$ cat src/hw/rtl/crc16_framed_packet_checker_top_defines.svh
// Assertion macros used by the command queue of the frame checker RTL.
`ifndef CRC16_FRAMED_PACKET_CHECKER_TOP_DEFINES_SVH
`define CRC16_FRAMED_PACKET_CHECKER_TOP_DEFINES_SVH

// Same-cycle implication, disabled while reset is asserted.
`define CFPC_ASSERT_NOW(label, clk, rst_n, ante, cons, msg) \
	label: assert property (@(posedge clk) disable iff (!rst_n) (ante) |-> (cons)) \
		else $error(msg);

// Next-cycle implication, disabled while reset is asserted.
`define CFPC_ASSERT_NEXT(label, clk, rst_n, ante, cons, msg) \
	label: assert property (@(posedge clk) disable iff (!rst_n) (ante) |=> (cons)) \
		else $error(msg);

`endif

$ cat src/hw/rtl/cfpc_pkg.sv
// Types, constants and the CRC function of the framed packet checker.
package cfpc_pkg;

	localparam int MAX_FRAME_BYTES = 1024;
	localparam int CNT_W = $clog2(MAX_FRAME_BYTES);
	localparam int LEN_W = 10;
	localparam int CMP_W = (CNT_W > LEN_W) ? CNT_W : LEN_W;
	localparam int HDR_BYTES = 4;
	localparam int CMD_QUEUE_DEPTH = 4;
	localparam int QPTR_W = $clog2(CMD_QUEUE_DEPTH);

	localparam logic [15:0] CRC_INIT = 16'hFFFF;
	localparam logic [15:0] CRC_POLY_REFL = 16'hA001;
	localparam logic [LEN_W-1:0] LIMIT_RESET = LEN_W'(64);

	typedef enum logic [1:0] {
		STATUS_OK    = 2'd0,
		STATUS_SHORT = 2'd1,
		STATUS_CRC   = 2'd2,
		STATUS_LONG  = 2'd3
	} status_t;

	typedef enum logic {
		KIND_PAYLOAD = 1'b0,
		KIND_VERDICT = 1'b1
	} kind_t;

	// One entry of the queue between the front and the back.
	typedef struct packed {
		logic                 has_payload;
		logic [7:0]           pbyte;
		logic                 is_last;
		logic [HDR_BYTES-1:0][7:0] hdr;
		logic [LEN_W-1:0]     plen;
		status_t              status;
	} cmd_t;

	// Bit-reflected CRC16-Modbus update by one byte.
	function automatic logic [15:0] crc16_byte(input logic [15:0] crc, input logic [7:0] b);
		logic [15:0] c;
		c = crc ^ {8'h00, b};
		for (int i = 0; i < 8; i++) begin
			if (c[0]) begin
				c = (c >> 1) ^ CRC_POLY_REFL;
			end else begin
				c = c >> 1;
			end
		end
		return c;
	endfunction

endpackage

$ cat src/hw/rtl/cfpc_front.sv
// Front end: frame state, CRC, header capture and per-byte classification.
module cfpc_front import cfpc_pkg::*; (
	input  logic             clk,
	input  logic             arst_n,
	input  logic             push,
	output logic             full,
	input  logic [7:0]       in_byte,
	input  logic             last_byte,
	input  logic             cfg_valid,
	output logic             cfg_ready,
	input  logic [LEN_W-1:0] cfg_data,
	output logic             cmd_push,
	output cmd_t             cmd,
	input  logic             q_full
);

	logic [15:0]          crc_q;
	logic [CNT_W-1:0]     count_q;
	logic                 overrun_q;
	logic [HDR_BYTES-1:0][7:0] hdr_q;
	logic [1:0][7:0]      dly_q;
	logic [LEN_W-1:0]     limit_q;

	logic                 accept;
	logic [15:0]          crc_next;
	logic                 upd;
	logic                 have_payload;
	logic                 too_short;
	logic [15:0]          rx_crc;
	logic [CNT_W-1:0]     p;
	status_t              verdict;

	assign cfg_ready = 1'b1;
	assign full      = q_full;
	assign accept    = push && !q_full;

	assign crc_next     = crc16_byte(crc_q, dly_q[0]);
	assign upd          = count_q >= CNT_W'(2);
	assign have_payload = upd && ((count_q >= CNT_W'(6)) || overrun_q);
	assign too_short    = (count_q < CNT_W'(5)) && !overrun_q;
	assign rx_crc       = {in_byte, dly_q[1]};
	assign p            = count_q - CNT_W'(5);

	always_comb begin
		if (too_short) begin
			verdict = STATUS_SHORT;
		end else if (rx_crc != crc_next) begin
			verdict = STATUS_CRC;
		end else if (overrun_q || (CMP_W'(p) > CMP_W'(limit_q))) begin
			verdict = STATUS_LONG;
		end else begin
			verdict = STATUS_OK;
		end
	end

	always_comb begin
		cmd_push        = accept && (have_payload || last_byte);
		cmd.has_payload = have_payload;
		cmd.pbyte       = dly_q[0];
		cmd.is_last     = last_byte;
		cmd.hdr         = too_short ? '0 : hdr_q;
		cmd.plen        = (verdict == STATUS_OK) ? LEN_W'(p) : '0;
		cmd.status      = verdict;
	end

	always_ff @(posedge clk or negedge arst_n) begin
		if (!arst_n) begin
			limit_q <= LIMIT_RESET;
		end else if (cfg_valid && cfg_ready) begin
			limit_q <= cfg_data;
		end
	end

	always_ff @(posedge clk or negedge arst_n) begin
		if (!arst_n) begin
			crc_q     <= CRC_INIT;
			count_q   <= '0;
			overrun_q <= 1'b0;
		end else if (accept) begin
			if (last_byte) begin
				crc_q     <= CRC_INIT;
				count_q   <= '0;
				overrun_q <= 1'b0;
			end else begin
				if (upd) begin
					crc_q <= crc_next;
				end
				// The byte count sticks at its top value and flags the overrun instead.
				if (count_q < CNT_W'(MAX_FRAME_BYTES - 1)) begin
					count_q <= count_q + CNT_W'(1);
				end else begin
					overrun_q <= 1'b1;
				end
			end
		end
	end

	always_ff @(posedge clk) begin
		if (accept) begin
			if (count_q < CNT_W'(HDR_BYTES)) begin
				hdr_q[count_q[1:0]] <= in_byte;
			end
			dly_q[0] <= dly_q[1];
			dly_q[1] <= in_byte;
		end
	end

endmodule

$ cat src/hw/rtl/cfpc_cmd_fifo.sv
// Short command queue between the front end and the result back end.
`include "crc16_framed_packet_checker_top_defines.svh"
module cfpc_cmd_fifo import cfpc_pkg::*; (
	input  logic clk,
	input  logic arst_n,
	input  logic push,
	input  cmd_t wdata,
	output logic full,
	input  logic pop,
	output cmd_t rdata,
	output logic empty
);

	cmd_t              mem_q [CMD_QUEUE_DEPTH];
	logic [QPTR_W-1:0] wr_ptr_q;
	logic [QPTR_W-1:0] rd_ptr_q;
	logic [QPTR_W:0]   count_q;

	assign full  = count_q == (QPTR_W+1)'(CMD_QUEUE_DEPTH);
	assign empty = count_q == '0;
	assign rdata = mem_q[rd_ptr_q];

	always_ff @(posedge clk) begin
		if (push) begin
			mem_q[wr_ptr_q] <= wdata;
		end
	end

	always_ff @(posedge clk or negedge arst_n) begin
		if (!arst_n) begin
			wr_ptr_q <= '0;
			rd_ptr_q <= '0;
			count_q  <= '0;
		end else begin
			if (push) begin
				wr_ptr_q <= wr_ptr_q + QPTR_W'(1);
			end
			if (pop) begin
				rd_ptr_q <= rd_ptr_q + QPTR_W'(1);
			end
			if (push && !pop) begin
				count_q <= count_q + (QPTR_W+1)'(1);
			end else if (pop && !push) begin
				count_q <= count_q - (QPTR_W+1)'(1);
			end
		end
	end

	`CFPC_ASSERT_NOW(a_no_push_full, clk, arst_n, push, !full, "command pushed into a full queue")
	`CFPC_ASSERT_NOW(a_no_pop_empty, clk, arst_n, pop, !empty, "command popped from an empty queue")
	`CFPC_ASSERT_NEXT(a_count_track, clk, arst_n, push && !pop, count_q == $past(count_q) + 1'b1, "queue count lost a transfer")

endmodule

$ cat src/hw/rtl/cfpc_back.sv
// Back end: expands queued commands into payload and verdict results.
module cfpc_back import cfpc_pkg::*; (
	input  logic                 clk,
	input  logic                 arst_n,
	input  cmd_t                 head,
	input  logic                 q_empty,
	output logic                 q_pop,
	output logic                 empty,
	input  logic                 pop,
	output logic                 kind,
	output logic [7:0]           payload_byte,
	output logic [HDR_BYTES-1:0][7:0] hdr,
	output logic [LEN_W-1:0]     payload_length,
	output logic [1:0]           status,
	output logic                 end_of_run
);

	logic      out_valid_q;
	logic      phase_q;
	kind_t     kind_q;
	logic [7:0] pbyte_q;
	logic [HDR_BYTES-1:0][7:0] hdr_q;
	logic [LEN_W-1:0] plen_q;
	status_t   status_q;
	logic      eor_q;

	logic load;
	logic emit_payload;

	assign load         = (!out_valid_q || pop) && !q_empty;
	assign emit_payload = head.has_payload && !phase_q;
	// A last byte that also frees a payload byte keeps its command for a second result.
	assign q_pop        = load && !(emit_payload && head.is_last);

	assign empty          = !out_valid_q;
	assign kind           = kind_q;
	assign payload_byte   = pbyte_q;
	assign hdr            = hdr_q;
	assign payload_length = plen_q;
	assign status         = status_q;
	assign end_of_run     = eor_q;

	always_ff @(posedge clk or negedge arst_n) begin
		if (!arst_n) begin
			out_valid_q <= 1'b0;
			phase_q     <= 1'b0;
		end else begin
			if (load) begin
				out_valid_q <= 1'b1;
				phase_q     <= emit_payload && head.is_last;
			end else if (pop) begin
				out_valid_q <= 1'b0;
			end
		end
	end

	always_ff @(posedge clk) begin
		if (load) begin
			if (emit_payload) begin
				kind_q   <= KIND_PAYLOAD;
				pbyte_q  <= head.pbyte;
				hdr_q    <= '0;
				plen_q   <= '0;
				status_q <= STATUS_OK;
				eor_q    <= !head.is_last;
			end else begin
				kind_q   <= KIND_VERDICT;
				pbyte_q  <= '0;
				hdr_q    <= head.hdr;
				plen_q   <= head.plen;
				status_q <= head.status;
				eor_q    <= 1'b1;
			end
		end
	end

endmodule

$ cat src/hw/rtl/crc16_framed_packet_checker_top.sv
// Top level of the CRC16 framed packet checker.
//
// Input side is a queue write port: a byte transfers on a clock edge with push
// high and full low; last_byte marks the final byte of a frame. Results come out
// of a queue read port: the oldest result is on the ports while empty is low and
// transfers on an edge with pop high. Each payload byte yields one payload result
// (kind 0) two bytes after it arrives; the final byte yields a verdict (kind 1)
// carrying the header, the payload length and the status.
// A byte is taken every cycle while full is low; the CRC update of one byte in
// the front end sets that rate. A result passes through the command queue and
// the output register to the ports; the verdict after a payload result from the
// same last byte is loaded from the same queue entry when that result is popped.
// A four-entry command queue and the output register absorb receiver stalls;
// full rises once all four queue entries are occupied, and nothing is dropped.
// The user writes the payload limit register over cfg_valid/cfg_ready (always
// ready) only while no frame result is pending; the block does not enforce this.
// Reset clears frame state, queue and output, and sets the payload limit to 64.
module crc16_framed_packet_checker_top import cfpc_pkg::*; (
	input  logic             clk,
	input  logic             arst_n,
	input  logic             push,
	output logic             full,
	input  logic [7:0]       in_byte,
	input  logic             last_byte,
	output logic             empty,
	input  logic             pop,
	output logic             kind,
	output logic [7:0]       payload_byte,
	output logic [7:0]       dest_addr,
	output logic [7:0]       src_addr,
	output logic [7:0]       message_type,
	output logic [7:0]       sequence_number,
	output logic [LEN_W-1:0] payload_length,
	output logic [1:0]       status,
	output logic             end_of_run,
	input  logic             cfg_valid,
	output logic             cfg_ready,
	input  logic [LEN_W-1:0] cfg_data
);

	logic cmd_push;
	cmd_t cmd_w;
	cmd_t cmd_r;
	logic q_full;
	logic q_empty;
	logic q_pop;
	logic [HDR_BYTES-1:0][7:0] hdr;

	cfpc_front u_front (
		.clk       (clk),
		.arst_n    (arst_n),
		.push      (push),
		.full      (full),
		.in_byte   (in_byte),
		.last_byte (last_byte),
		.cfg_valid (cfg_valid),
		.cfg_ready (cfg_ready),
		.cfg_data  (cfg_data),
		.cmd_push  (cmd_push),
		.cmd       (cmd_w),
		.q_full    (q_full)
	);

	cfpc_cmd_fifo u_fifo (
		.clk    (clk),
		.arst_n (arst_n),
		.push   (cmd_push),
		.wdata  (cmd_w),
		.full   (q_full),
		.pop    (q_pop),
		.rdata  (cmd_r),
		.empty  (q_empty)
	);

	cfpc_back u_back (
		.clk            (clk),
		.arst_n         (arst_n),
		.head           (cmd_r),
		.q_empty        (q_empty),
		.q_pop          (q_pop),
		.empty          (empty),
		.pop            (pop),
		.kind           (kind),
		.payload_byte   (payload_byte),
		.hdr            (hdr),
		.payload_length (payload_length),
		.status         (status),
		.end_of_run     (end_of_run)
	);

	assign dest_addr       = hdr[0];
	assign src_addr        = hdr[1];
	assign message_type    = hdr[2];
	assign sequence_number = hdr[3];

endmodule
$ cat config.mk
export PLATFORM = sky130hd
export DESIGN_NAME = crc16_framed_packet_checker_top
export DESIGN_NICKNAME = d
export VERILOG_FILES = /design/src/hw/rtl/cfpc_pkg.sv /design/src/hw/rtl/cfpc_front.sv /design/src/hw/rtl/cfpc_cmd_fifo.sv /design/src/hw/rtl/cfpc_back.sv /design/src/hw/rtl/crc16_framed_packet_checker_top.sv
export VERILOG_INCLUDE_DIRS = /design/src /design/src/hw/rtl
export SDC_FILE = /design/constraint.sdc
export NUM_CORES = 1
export LEC_CHECK = 0
export BUFFER_PORTS_ARGS = -buffer_cell sky130_fd_sc_hd__buf_2
export CORE_MARGIN = 1
export CORE_UTILIZATION = 28
export CTS_CLUSTER_DIAMETER = 50
export DETAILED_ROUTE_END_ITERATION = 6
export HOLD_SLACK_MARGIN = 0.12
export PLACE_DENSITY_LB_ADDON = 0.15
export SKIP_LAST_GASP = 1
export SYNTH_ARGS = -nofsm -noshare
export SYNTH_HDL_FRONTEND = slang
export SYNTH_SLANG_ARGS = --single-unit
$ cat constraint.sdc
create_clock -name clk -period 6.8 [get_ports clk]
set_clock_uncertainty 0.2 [all_clocks]
set_input_delay 1.36 -clock clk [delete_from_list [all_inputs] [get_ports clk]]
set_output_delay 1.36 -clock clk [all_outputs]
set_load 0.005 [all_outputs]
* Word level (Yosys, flattened, before mapping)
Memory sizes are Yosys's and may differ from the RTL's.
Cells that the tools add are included.
** Storage, ports and cells
- Bits in registers :: 148
- Bits in writable memories :: 216
- Input bits :: 24
- Output and inout port bits :: 57
- Word-level logic and storage cells :: 114
- Memories kept :: 1
** Memory list
- u_fifo.mem_q :: depth 4, width 54, rd ports 1, clocked after memory_dff 0, wr ports 1, line cfpc_cmd_fifo.sv:14 : cmd_t mem_q [CMD_QUEUE_DEPTH];
** Cells by class
- Add/sub/neg operators :: 6
- $lt $le $gt $ge :: 8
- Eq/ne operators :: 3
- Mux-type cells :: 29
- Bitwise operators :: 9
- Reduce and logical (&&, ||, !) cells :: 34
** Operators with widths (count)
- $mux W16 :: 10
- $bwmux W32 :: 1
- $mux W32 :: 1
- $mux W10 :: 3
- $not A2 Y3 :: 8
- $lt A10 B3 Y1 const B :: 2
- $demux W8 S2 :: 1
- $ne A16 B16 Y1 :: 1
- $xor A16 B8 Y16 :: 1
- $logic_and A1 B1 Y1 :: 11
- $add A10 B1 Y10 const B :: 1
- $ge A10 B2 Y1 const B :: 1
- $ge A10 B3 Y1 const B :: 1
- $gt A10 B10 Y1 :: 1
- $lt A10 B10 Y1 const B :: 1
- $sub A10 B3 Y10 const B :: 1
- $logic_not A1 Y1 :: 9
- $mux W8 :: 1
- $reduce_and A2 Y1 :: 4
- $reduce_bool A2 Y1 :: 4
- $mux W1 :: 7
- $mux W2 :: 3
- $mux W3 :: 2
- $add A2 B1 Y2 const B :: 2
- 9 further kinds :: 12

* Logic depth before layout (Yosys ltp)
Gate-level depths: netlist (run 1).
- Depth after elaboration :: 22
- Depth in mapped cells :: 12
- Depth with buffers taken out :: 11

* Cells and area by module
Synthesis (run 1) repeated with hierarchy kept, for this count alone.
** Second synthesis, totals
- Cells, all modules :: 840
- Area, all modules :: 14777.9 µm²
** Modules (own cells, without submodules)
- cfpc_cmd_fifo :: times used 1, cells each 316, area an instance 8186.6 µm², sequential area each 6661.4 µm²
- cfpc_front :: times used 1, cells each 400, area an instance 4470.5 µm², sequential area each 2388.5 µm²
- cfpc_back :: times used 1, cells each 124, area an instance 2120.8 µm², sequential area each 1671.6 µm²

* Worst setup path before layout (run 1)
Ideal clock, no wire load.
- Path kind :: input -> register
- From :: input pop
- To :: register u_fifo.count_q[1]
- Setup time :: 125 ps
- Arrival :: 5563 ps
- Data required time :: 6475 ps
- Path slack :: 912 ps
- Stages on the path :: 7
- Path buffers :: 0
- Cell sequence :: inv_1 -> a21oi_1 -> nand2_1 -> ha_1 -> inv_1 -> fa_1 -> mux2_2
** On the way
- Longest elaborated chain between the ends :: 6
- Elaborated cells between the ends (all ways) :: 8
- Classes of those cells :: mux: 1; reduce/logical: 7
** Ends and longest elaborated chain
- start, declared :: line crc16_framed_packet_checker_top.sv:26 : input logic pop,
- $logic_or A1 B1 Y1 * :: line cfpc_back.sv:30 : assign load = (!out_valid_q || pop) && !q_empty;
- $logic_and A1 B1 Y1 * :: line cfpc_back.sv:30
- net u_back.load :: line cfpc_back.sv:27 : logic load;
- $logic_and A1 B1 Y1 * :: line cfpc_back.sv:33 : assign q_pop = load && !(emit_payload && head.is_last);
- $logic_not A1 Y1 :: line cfpc_cmd_fifo.sv:41 : if (push && !pop) begin
- $logic_and A1 B1 Y1 :: line cfpc_cmd_fifo.sv:41
- $mux W3 or $reduce_bool A2 Y1 (tied branches)
- end signal, assigned :: line cfpc_cmd_fifo.sv:42 : count_q <= count_q + (QPTR_W+1)'(1);
- end signal, assigned :: line cfpc_cmd_fifo.sv:44 : count_q <= count_q - (QPTR_W+1)'(1);
- end, declared :: line cfpc_cmd_fifo.sv:17 : logic [QPTR_W:0] count_q;
Mark *: on every way through the listed nets, which the timed path passes. The rest lies on a longest branch.
A chain may end at the register's enable or synchronous reset.

==> results of run 1 <==
power groups by stage:
stage / clock network, µW / registers (µW) / logic (µW)
CTS: 2650 / 3280 / 2050
detailed placement: 0 / 3320 / 2040
floorplan: 0 / 3260 / 1380
global route: 2730 / 3320 / 2190
global placement: 0 / 3310 / 2040
finish: 2580 / 3260 / 1970
per-stage QoR:
| step | utilization, % | cells | instance area (µm²) |
|---|---|---|---|
| 5_1_grt | 33.88 | 1632 | 17450 |
| 6_report | 33.88 | 1632 | 17450 |
| 4_1_cts | 33.88 | 1632 | 17450 |
| 3_5_place_dp | 30.72 | 1546 | 15830 |
| 2_1_floorplan | - | 815 | 14650 |
| 3_3_place_gp | 30.72 | 1546 | 15830 |
path summary, 6_finish.rpt:
check	end	start	cells past startpoint	slack, ns
max	u_fifo.mem_q[1][11]	u_front.count_q[3]	9	2.54
min	u_front.cmd[47]	u_front.dly_q[10]	0	0.27
max reg2reg	u_fifo.mem_q[1][11]	u_front.count_q[3]	9	2.54
min reg2reg	u_front.cmd[47]	u_front.dly_q[10]	0	0.27
max in group asynchronous	u_fifo.rd_ptr_q[0]	arst_n	2	5.20
min in group asynchronous	u_front.limit_q[8]	arst_n	2	0.69
state kept, by name, summed over array words and instances (netlist names):
name / flops
u_back.payload_byte: 8
u_fifo.wr_ptr_q: 2
u_back.status: 2
u_back.hdr: 32
u_back.end_of_run: 1
u_back.phase_q: 1
u_back.out_valid_q: 1
u_fifo.mem_q: 216
u_front.crc_q: 16
u_fifo.rd_ptr_q: 2
u_front.cmd: 8
u_front.count_q: 10
u_back.kind: 1
u_front.overrun_q: 1
u_back.payload_length: 10
u_front.limit_q: 10
u_fifo.count_q: 3
u_front.dly_q: 8
u_front.hdr_q: 32
cell families (layout without fill, tap and decap cells):
group	after synthesis	count (layout)	synth area share, %
and+or+nand+nor	200	200	7.834
muxes	59	59	8.697
AOI/OAI and AO/OA	52	52	2.290
xor gates and xnor gates	55	55	4.263
other	1	1	0.02561
DFF	364	364	73.21
buffers and inverters	62	199	1.768
adders and majority gates	22	22	1.914
per-layer routing:
layer	vias up	track usage (%)	part of all wire (%)	routed length (µm)
met1	3643	16.17	47	14690
li1	3324	-	-	-
met5	-	0	0	0
met3	48	2.211	3.5	1101
met4	0	4.160	2.3	716
met2	111	19.66	47	14890
layout make-up:
type	count	area share (%)
clock buffer	54	6.883
clock inverter	32	2.438
inverter	25	0.5377
multi-input combinational	389	21.15
sequential	364	61.46
tap	680	4.875
timing repair buffer	88	2.653
critical path, cell delays in order (launching register included):
cell and delay [ns]:
dfrtp_1 0.48, or4_4 0.61, nor3_1 0.19, xor2_1 0.24, ha_1 0.30, a21o_1 0.19
a211oi_1 0.25, a41o_1 0.14, nand4_1 0.43, nor4_1 0.88
layout by cell type (no fill, tap or decap), types with 7 or more instances in the layout:
cell,instances
edfxtp_1,318
nand2_1,26
buf_4,9
clkinv_1,7
and3_1,10
buf_2,79
a21oi_1,14
dfrtp_1,27
o22a_1,8
bufinv_16,9
nand3_1,8
and2_1,37
clkbuf_16,46
inv_1,25
nor2b_1,46
ha_1,20
xnor3_1,7
nor2_1,24
nor4_1,14
mux4_2,54
xor2_1,18
xnor2_1,25
dfstp_2,17
o21ai_0,15
==> results, run 1 <==
- The commonest cells after synthesis are 318 x edfxtp_1, 54 x mux4_2, 46 x nor2b_1, 42 x and2_1, 29 x dfrtp_1.
- The most frequent cell after synthesis is edfxtp_1.
- The part of the total power dissipated in sequential elements is 41.8%.
- The cell-internal power is 5579 µW.
- Power comes to 7809 µW.
- The net count of the finished layout is 959.
- Of all cell types, the one taking the most synthesized area is edfxtp_1.
- The die covers 53220 µm².
- The setup fix buffers added after clock tree synthesis is 0.
- The clock period minus final worst setup slack is 4.258 ns.
- The total track usage is 12.08%.
- The global placement routability congestion is 0.7052.
- The source-to-sink clock delay at the later pin of the worst-skew pair is 0.57 ns.
- The combinational share of power is 25.2%.
- The number of nets handed over by synthesis was 860.
- In this run the worst hold path is classified as register to register.
- For this design the top-level I/O count stands at 81.
- Summed over all cells, the static leakage comes to 0.006118 µW.
- The clock-pin slew of the registers on the worst-case setup and hold paths is 0.06 ns.
- The area of the core is 51510 µm².
- Buffers placed on the I/O ports in this run total 79.
- The detailed-route wire length per cell is 19.23 µm.
- The cell area after technology mapping is 14650 µm².
- The first detailed-routing pass ran for 7 iterations.
- The share of the synthesized area in the top cell type is 65.20%.
- The tightest hold path in the finished design has a slack of 0.2651 ns.
- The net switching fraction of the power is 28.56%.
- Once the floorplan was initialized, standard cells occupied 28.43% of the core.
- Prior to clock tree synthesis, the placed netlist has a worst setup slack of 2.648 ns.
- Counting flops with a built-in enable in the synthesized netlist gives 318.
- The worst voltage drop across the vdd grid is 0.1944 mV.
- The number of hold violations in the final report is 0.
- Entering global routing, the biggest net connects 58 pins.
- The detailed-route DRC error count is 0.
- The total via count in the routed design is 7126.
- The number of DRC violations after detailed-routing iteration 0 is 388.
- The first global-routing pass estimated 47.75 mm of wire.
- The number of clock sinks seen by CTS is 364.
- The initialized floorplan defines 83 standard-cell rows.
- The fraction of synthesis flops using an asynchronous set or reset pin is 12.64%.
- The number of distinct standard cells referenced by the synthesized netlist is 56.
- Yosys printed 0 warnings.
- No sink is reached through more buffers than the 3 on the longest clock path.
- The arrival time reported for the critical path endpoint is 4.30 ns.
- The number of global-route vias before repair was 7629.
- The number of antenna violations at the first check in global routing came to 1.
- The critical path is of the register to register type.
- Summing all multi-input logic gate instances after layout gives 3691 µm².
- The routed wire length is 31.39 mm.
- The net switching power is 2230 µW.
- Setup repair after global routing left no endpoint under its margin.
- In this run the tightest slew margin relative to its limit is 28.80%.
- In this run the remaining antenna-violating nets after routing total 0.
- The tool flagged a number of max-cap violations equal to 0.
- The x dimension of the die is 230.7 µm.
- The transition time at the pin with the least slew margin is 1.068 ns.
- The worst setup path is captured at a register.
- The number of flip-flops and latches in the synthesized netlist is 364.
- The worst path meets setup with 2.542 ns of slack.
- The share of the clock period used by the worst path is 62.61%.
- Synthesis handed over a netlist of 815 instances.
- In the final layout, flip-flops and latches occupy 10730 µm².
- The average vias per placed instance is 4.366.
- The flow ran to the end, and the final reports show no timing, DRC or antenna violations.
- The clock network fraction of total power is 33.0%.
- Among all flip-flop cells after synthesis, the most frequent one is edfxtp_1.
- Summed over all layers, the global routing overflow is 0.
- A synthesized cell averages 17.97 µm².
- In this run the vertical extent of the chip is 230.7 µm.
- In this run, post-CTS hold repair placed 0 buffers.
- In the post-synthesis netlist, the biggest area contributors are edfxtp_1 65%, mux4_2 8.3%, dfrtp_1 5.0%, dfstp_2 3.0%, nor2b_1 2.0%.
- The maximum fanout along the worst path is 11.
- In this run the number of H-tree levels came out at 2.
- The ratio of cells with drive above 1 in the final layout is 27.00%.
- The max-slew violation total from the final report is 0.
- Post-CTS repair changed the size of 0 cells.
- Once detailed placement completed, the half-perimeter wirelength came to 19.14 mm.
- STA puts the critical path data required time at 6.85 ns.
- Setup violations remaining at the end of the flow were counted as 0.
- The worst setup path is launched from a register.
- The total CTS buffers is 46.
- The clock tree from TritonCTS is yes.
- The root cell of the clock tree is clkbuf_16.
- The setup TNS is 0 ns.
- Compared with the post-synthesis result, the final layout area differs by 19.16%.
- Sequential elements use 73.21% of the synthesized area.
- Timing would allow up to 234.9 MHz.
- The fill cell total of the finished layout is 5006.
- The repair_antennas step left the layout with diodes totalling 0.
- The power density over cell area is 447.4 nW/µm².
No activity file was read; power rests on OpenSTA's default activity.
==> inputs of run 2 (changes only) <==
- clock period: 6.8 -> 3.5 ns (I/O delays scaled with it)
==> run 2 against run 1 <==
  * Register-to-register slack lost 2.4 ns
  * Maximum frequency up 27%
  * Clock-buffer cell count fell by 2
  * Core utilization increased by 0.58 points
  * Sequential share of layout area is 1.0 points lower
  * Combinational power is 110% higher
  * Via count rose by 1.9%
  * Worst hold slack got worse by 0.10 ns
  * Total power increased by 92%
  * Critical path depth rose by 1
  * Die area is the same
  * Critical endpoint is now u_fifo.mem_q[3][11]
  * Largest power group unchanged
  * Highest routed layer is now met5
==> results, run 2 (synthesized netlist as in run 1, its figures left out) <==
- The worst hold path terminates at u_front.limit_q[8].
- The number of buffers between clock root and the deepest sink is 3 (unchanged).
- The clock-pin slew of the registers on the worst-case setup and hold paths is 0.06 ns (about the same).
- The ratio of cells with drive above 1 in the final layout is 29.66% (+2.7 points).
- The worst slack at placement is -0.07753 ns (-2.725 ns).
- The kind of end point of the critical path is a register.
- The max-capacitance violation count is 0 (unchanged).
- The transition time at the pin with the least slew margin is 0.8863 ns (-0.1817 ns).
- From synthesis to final layout, the design area changed by 21.20%.
- The number of DRC violations after detailed-routing iteration 0 is 330 (-15%).
- The met1 demand-to-capacity share in global routing was 16.76% (+0.59 points).
- The fill cell total of the finished layout was 4967 (-0.78%).
- The iteration count of the initial detailed-routing pass is 4 (-3).
- The count of standard-cell rows is 83 (unchanged).
- The flip-flop count of the largest register, all copies and words added is 216 (unchanged).
- The average vias per placed instance is 4.351 (-0.36%).
- The total track usage is 12.51% (+0.43 points).
- The critical path goes through or4_4 -> nor3_1 -> xor2_1 -> ha_1 -> a21o_1 -> a211oi_1 -> a41o_1 -> nand4_1 -> buf_4 -> nor4_2.
- The HPWL after detailed placement was 19.56 mm (+2.2%).
- The source-to-sink clock delay at the later pin of the worst-skew pair came to 0.56 ns (about the same).
- The setup slack on the worst flop-to-flop path is 0.15 ns (-2.39 ns).
- The maximum fanout along the worst path is 11 (unchanged).
- The detailed-route DRC error count came to 0 (unchanged).
- The achievable clock frequency was 298.9 MHz (+27%).
- The arrival time reported for the critical path endpoint is 3.47 ns (-0.83 ns).
- The setup fix buffers added after clock tree synthesis is 0 (unchanged).
- The maximum level of the CTS H-tree came to 2 (unchanged).
- The initial cell density of the core was 28.43% (unchanged).
- The library cells used most frequently in the layout, excluding fill and tap cells, are 318 x edfxtp_1, 79 x buf_2, 54 x mux4_2, 47 x clkbuf_16, 46 x nor2b_1.
- The setup TNS is 0 ns (unchanged).
- The type of origin of the critical path is a register.
- The kind of critical path is register to register.
- The area of the core is 51510 µm² (unchanged).
- The x dimension of the die is 230.7 µm (unchanged).
- The root cell of the clock tree is clkbuf_16.
- The max-slew violation total from the final report is 0 (unchanged).
- The total via count in the routed design is 7261 (+1.9%).
- The number of antenna violations at the first check in global routing is 1 (unchanged).
- The global routing's busiest layer is met2.
- The routed wire length is 32.35 mm (+3.0%).
- The number of global-route vias before repair is 7758 (+1.7%).
- The final setup violation count is 0 (unchanged).
- The worst register-to-register path ends at u_fifo.mem_q[3][11].
- The leftover overflow at the end of global routing is 0 (unchanged).
- The port buffer count is 79 (unchanged).
- The run finished with clean final reports.
- The worst voltage drop across the vdd grid was 0.2946 mV (+52%).
- The number of hold violations in the final report is 0 (unchanged).
- The power density over cell area came to 843.7 nW/µm² (+89%).
- Setup repair after global routing could not meet its margin everywhere.
- The fraction of met3 tracks used by global routing is 2.532% (+0.32 points).
- The maximum number of pins on one net before global-route repair is 57 (-1.7%).
- The detailed-route wire length per cell is 19.38 µm (+0.76%).
- Among all stages on the critical path, the largest delay is contributed by or4_4.
- The depth of the worst hold-timing path is 3 (+3).
- The clock period minus final worst setup slack is 3.345 ns (-0.9123 ns).
- The tightest min-delay check is of the primary input to register type.
- The floorplan die area was 53220 µm² (unchanged).
- The total CTS buffers is 46 (unchanged).
- In this run the most critical hold path is launched from cfg_data[8].
- The top-level port count came to 81 (unchanged).
- The setup slack after layout is 0.1546 ns (-2.388 ns).
- The share of the clock period used by the worst path is 95.58% (+33 points).
- The height of the die was 230.7 µm (unchanged).
- The met2 global-route usage is 19.92% (+0.25 points).
- The number of clock sinks seen by CTS is 364 (unchanged).
- The post-detailed-route count of antenna-violating nets is 0 (unchanged).
- The wire length of the first global-routing pass was 49.29 mm (+3.2%).
- The path depth of the worst reg2reg path is 10 (+1).
- The delay of the slowest cell on the worst path came to 0.57 ns (-0.31 ns).
- The leakage power is 0.006267 µW (+2.4%).
- The worst endpoint required time is 3.63 ns (-3.22 ns).
- The net count of the finished layout is 1001 (+4.4%).
- Leaving out fill and tap cells, the most frequent cell in the layout is edfxtp_1.
- The worst register-to-register path begins at u_front.count_q[3].
- The worst max-slew margin expressed relative to the limit came to 40.91% (+12 points).
- TritonCTS built the clock tree.
- u_fifo.mem_q holds more flip-flops than any other register.
- The global placement routability congestion was 0.7187 (+1.9%).
[run 2: cell types whose count changed in the layout (fill, tap and decap cells not counted), moves of 4 or more]
cell and delta:
bufinv_16 -5, dlygate4sd3_1 +10, nor4_1 -10, buf_12 +4
nor4_2 +10, buf_4 +28
[run 2: worst max-delay path by stage]
| stage | start | end | cells past startpoint |
|---|---|---|---|
| after CTS | u_front.count_q[3] | u_fifo.mem_q[1][5] | 10 |
| after floorplan | u_front.count_q[3] | u_fifo.mem_q[0][10] | 11 |
| after detailed placement | u_front.count_q[3] | u_fifo.mem_q[2][11] | 10 |
| final | u_front.count_q[3] | u_fifo.mem_q[3][11] | 10 |
| after global routing | u_front.count_q[3] | u_fifo.mem_q[0][11] | 10 |
| after global placement | u_front.count_q[3] | u_fifo.mem_q[1][7] | 10 |
[run 2: area by class of cell]
class	count	area [µm²]	share of cell area, %
multi-input cells	389	3745	21.10
flip-flops and latches	364	10730	60.43
diodes	1	2.502	0.01410
clock buffers	52	1195	6.732
repair buffers	130	853.3	4.808
clock inverters	28	282.8	1.593
inverters	25	93.84	0.5287
well taps	680	850.8	4.793
[run 2: what timing repair did]
item / 4_1_cts / 5_1_grt
resized for setup: 3 / 7
endpoints found under the setup margin: 12 / 40
hold buffers: 10 / 0
endpoints found under the hold margin: 38 / 0
[run 2: power breakdown]
group / switching, µW / total, µW / internal [µW] / leakage, µW
clock: 1840 / 4600 / 2760 / 0.000718
combinational: 2230 / 4130 / 1900 / 0.00202
sequential: 309 / 6240 / 5930 / 0.00353
total: 4380 / 15000 / 10600 / 0.00627
[run 2: critical path, delay by kind of cell (launching register included)]
family | cells | cell delay (ns)
flip-flops | 1 | 0.37
buffers and inverters | 1 | 0.22
AO/OA/AOI/OAI | 3 | 0.55
adder cells (fa/ha/maj) | 1 | 0.29
AND/OR/NAND/NOR | 4 | 1.24
XOR/XNOR | 1 | 0.22
[run 2: stage by stage]
step                cell area [µm²]  total power, µW  hold slack [ns]  utilization (%)  std cells
floorplan                     14660             9007           0.2044                -        815
global placement              16110            10610           0.2558            31.27       1578
detailed placement            16110            10600           0.2575            31.27       1578
CTS                           17700            15320           0.1211            34.37       1668
global route                  17750            15830           0.1649            34.45       1668
finish                        17750            14970           0.1625            34.46       1669
[run 2: layer usage]
layer,up-vias,part of all wire (%)
met2,110,48
met5,-,0.040
met3,51,3.8
li1,3398,-
met1,3700,46
met4,2,2.5
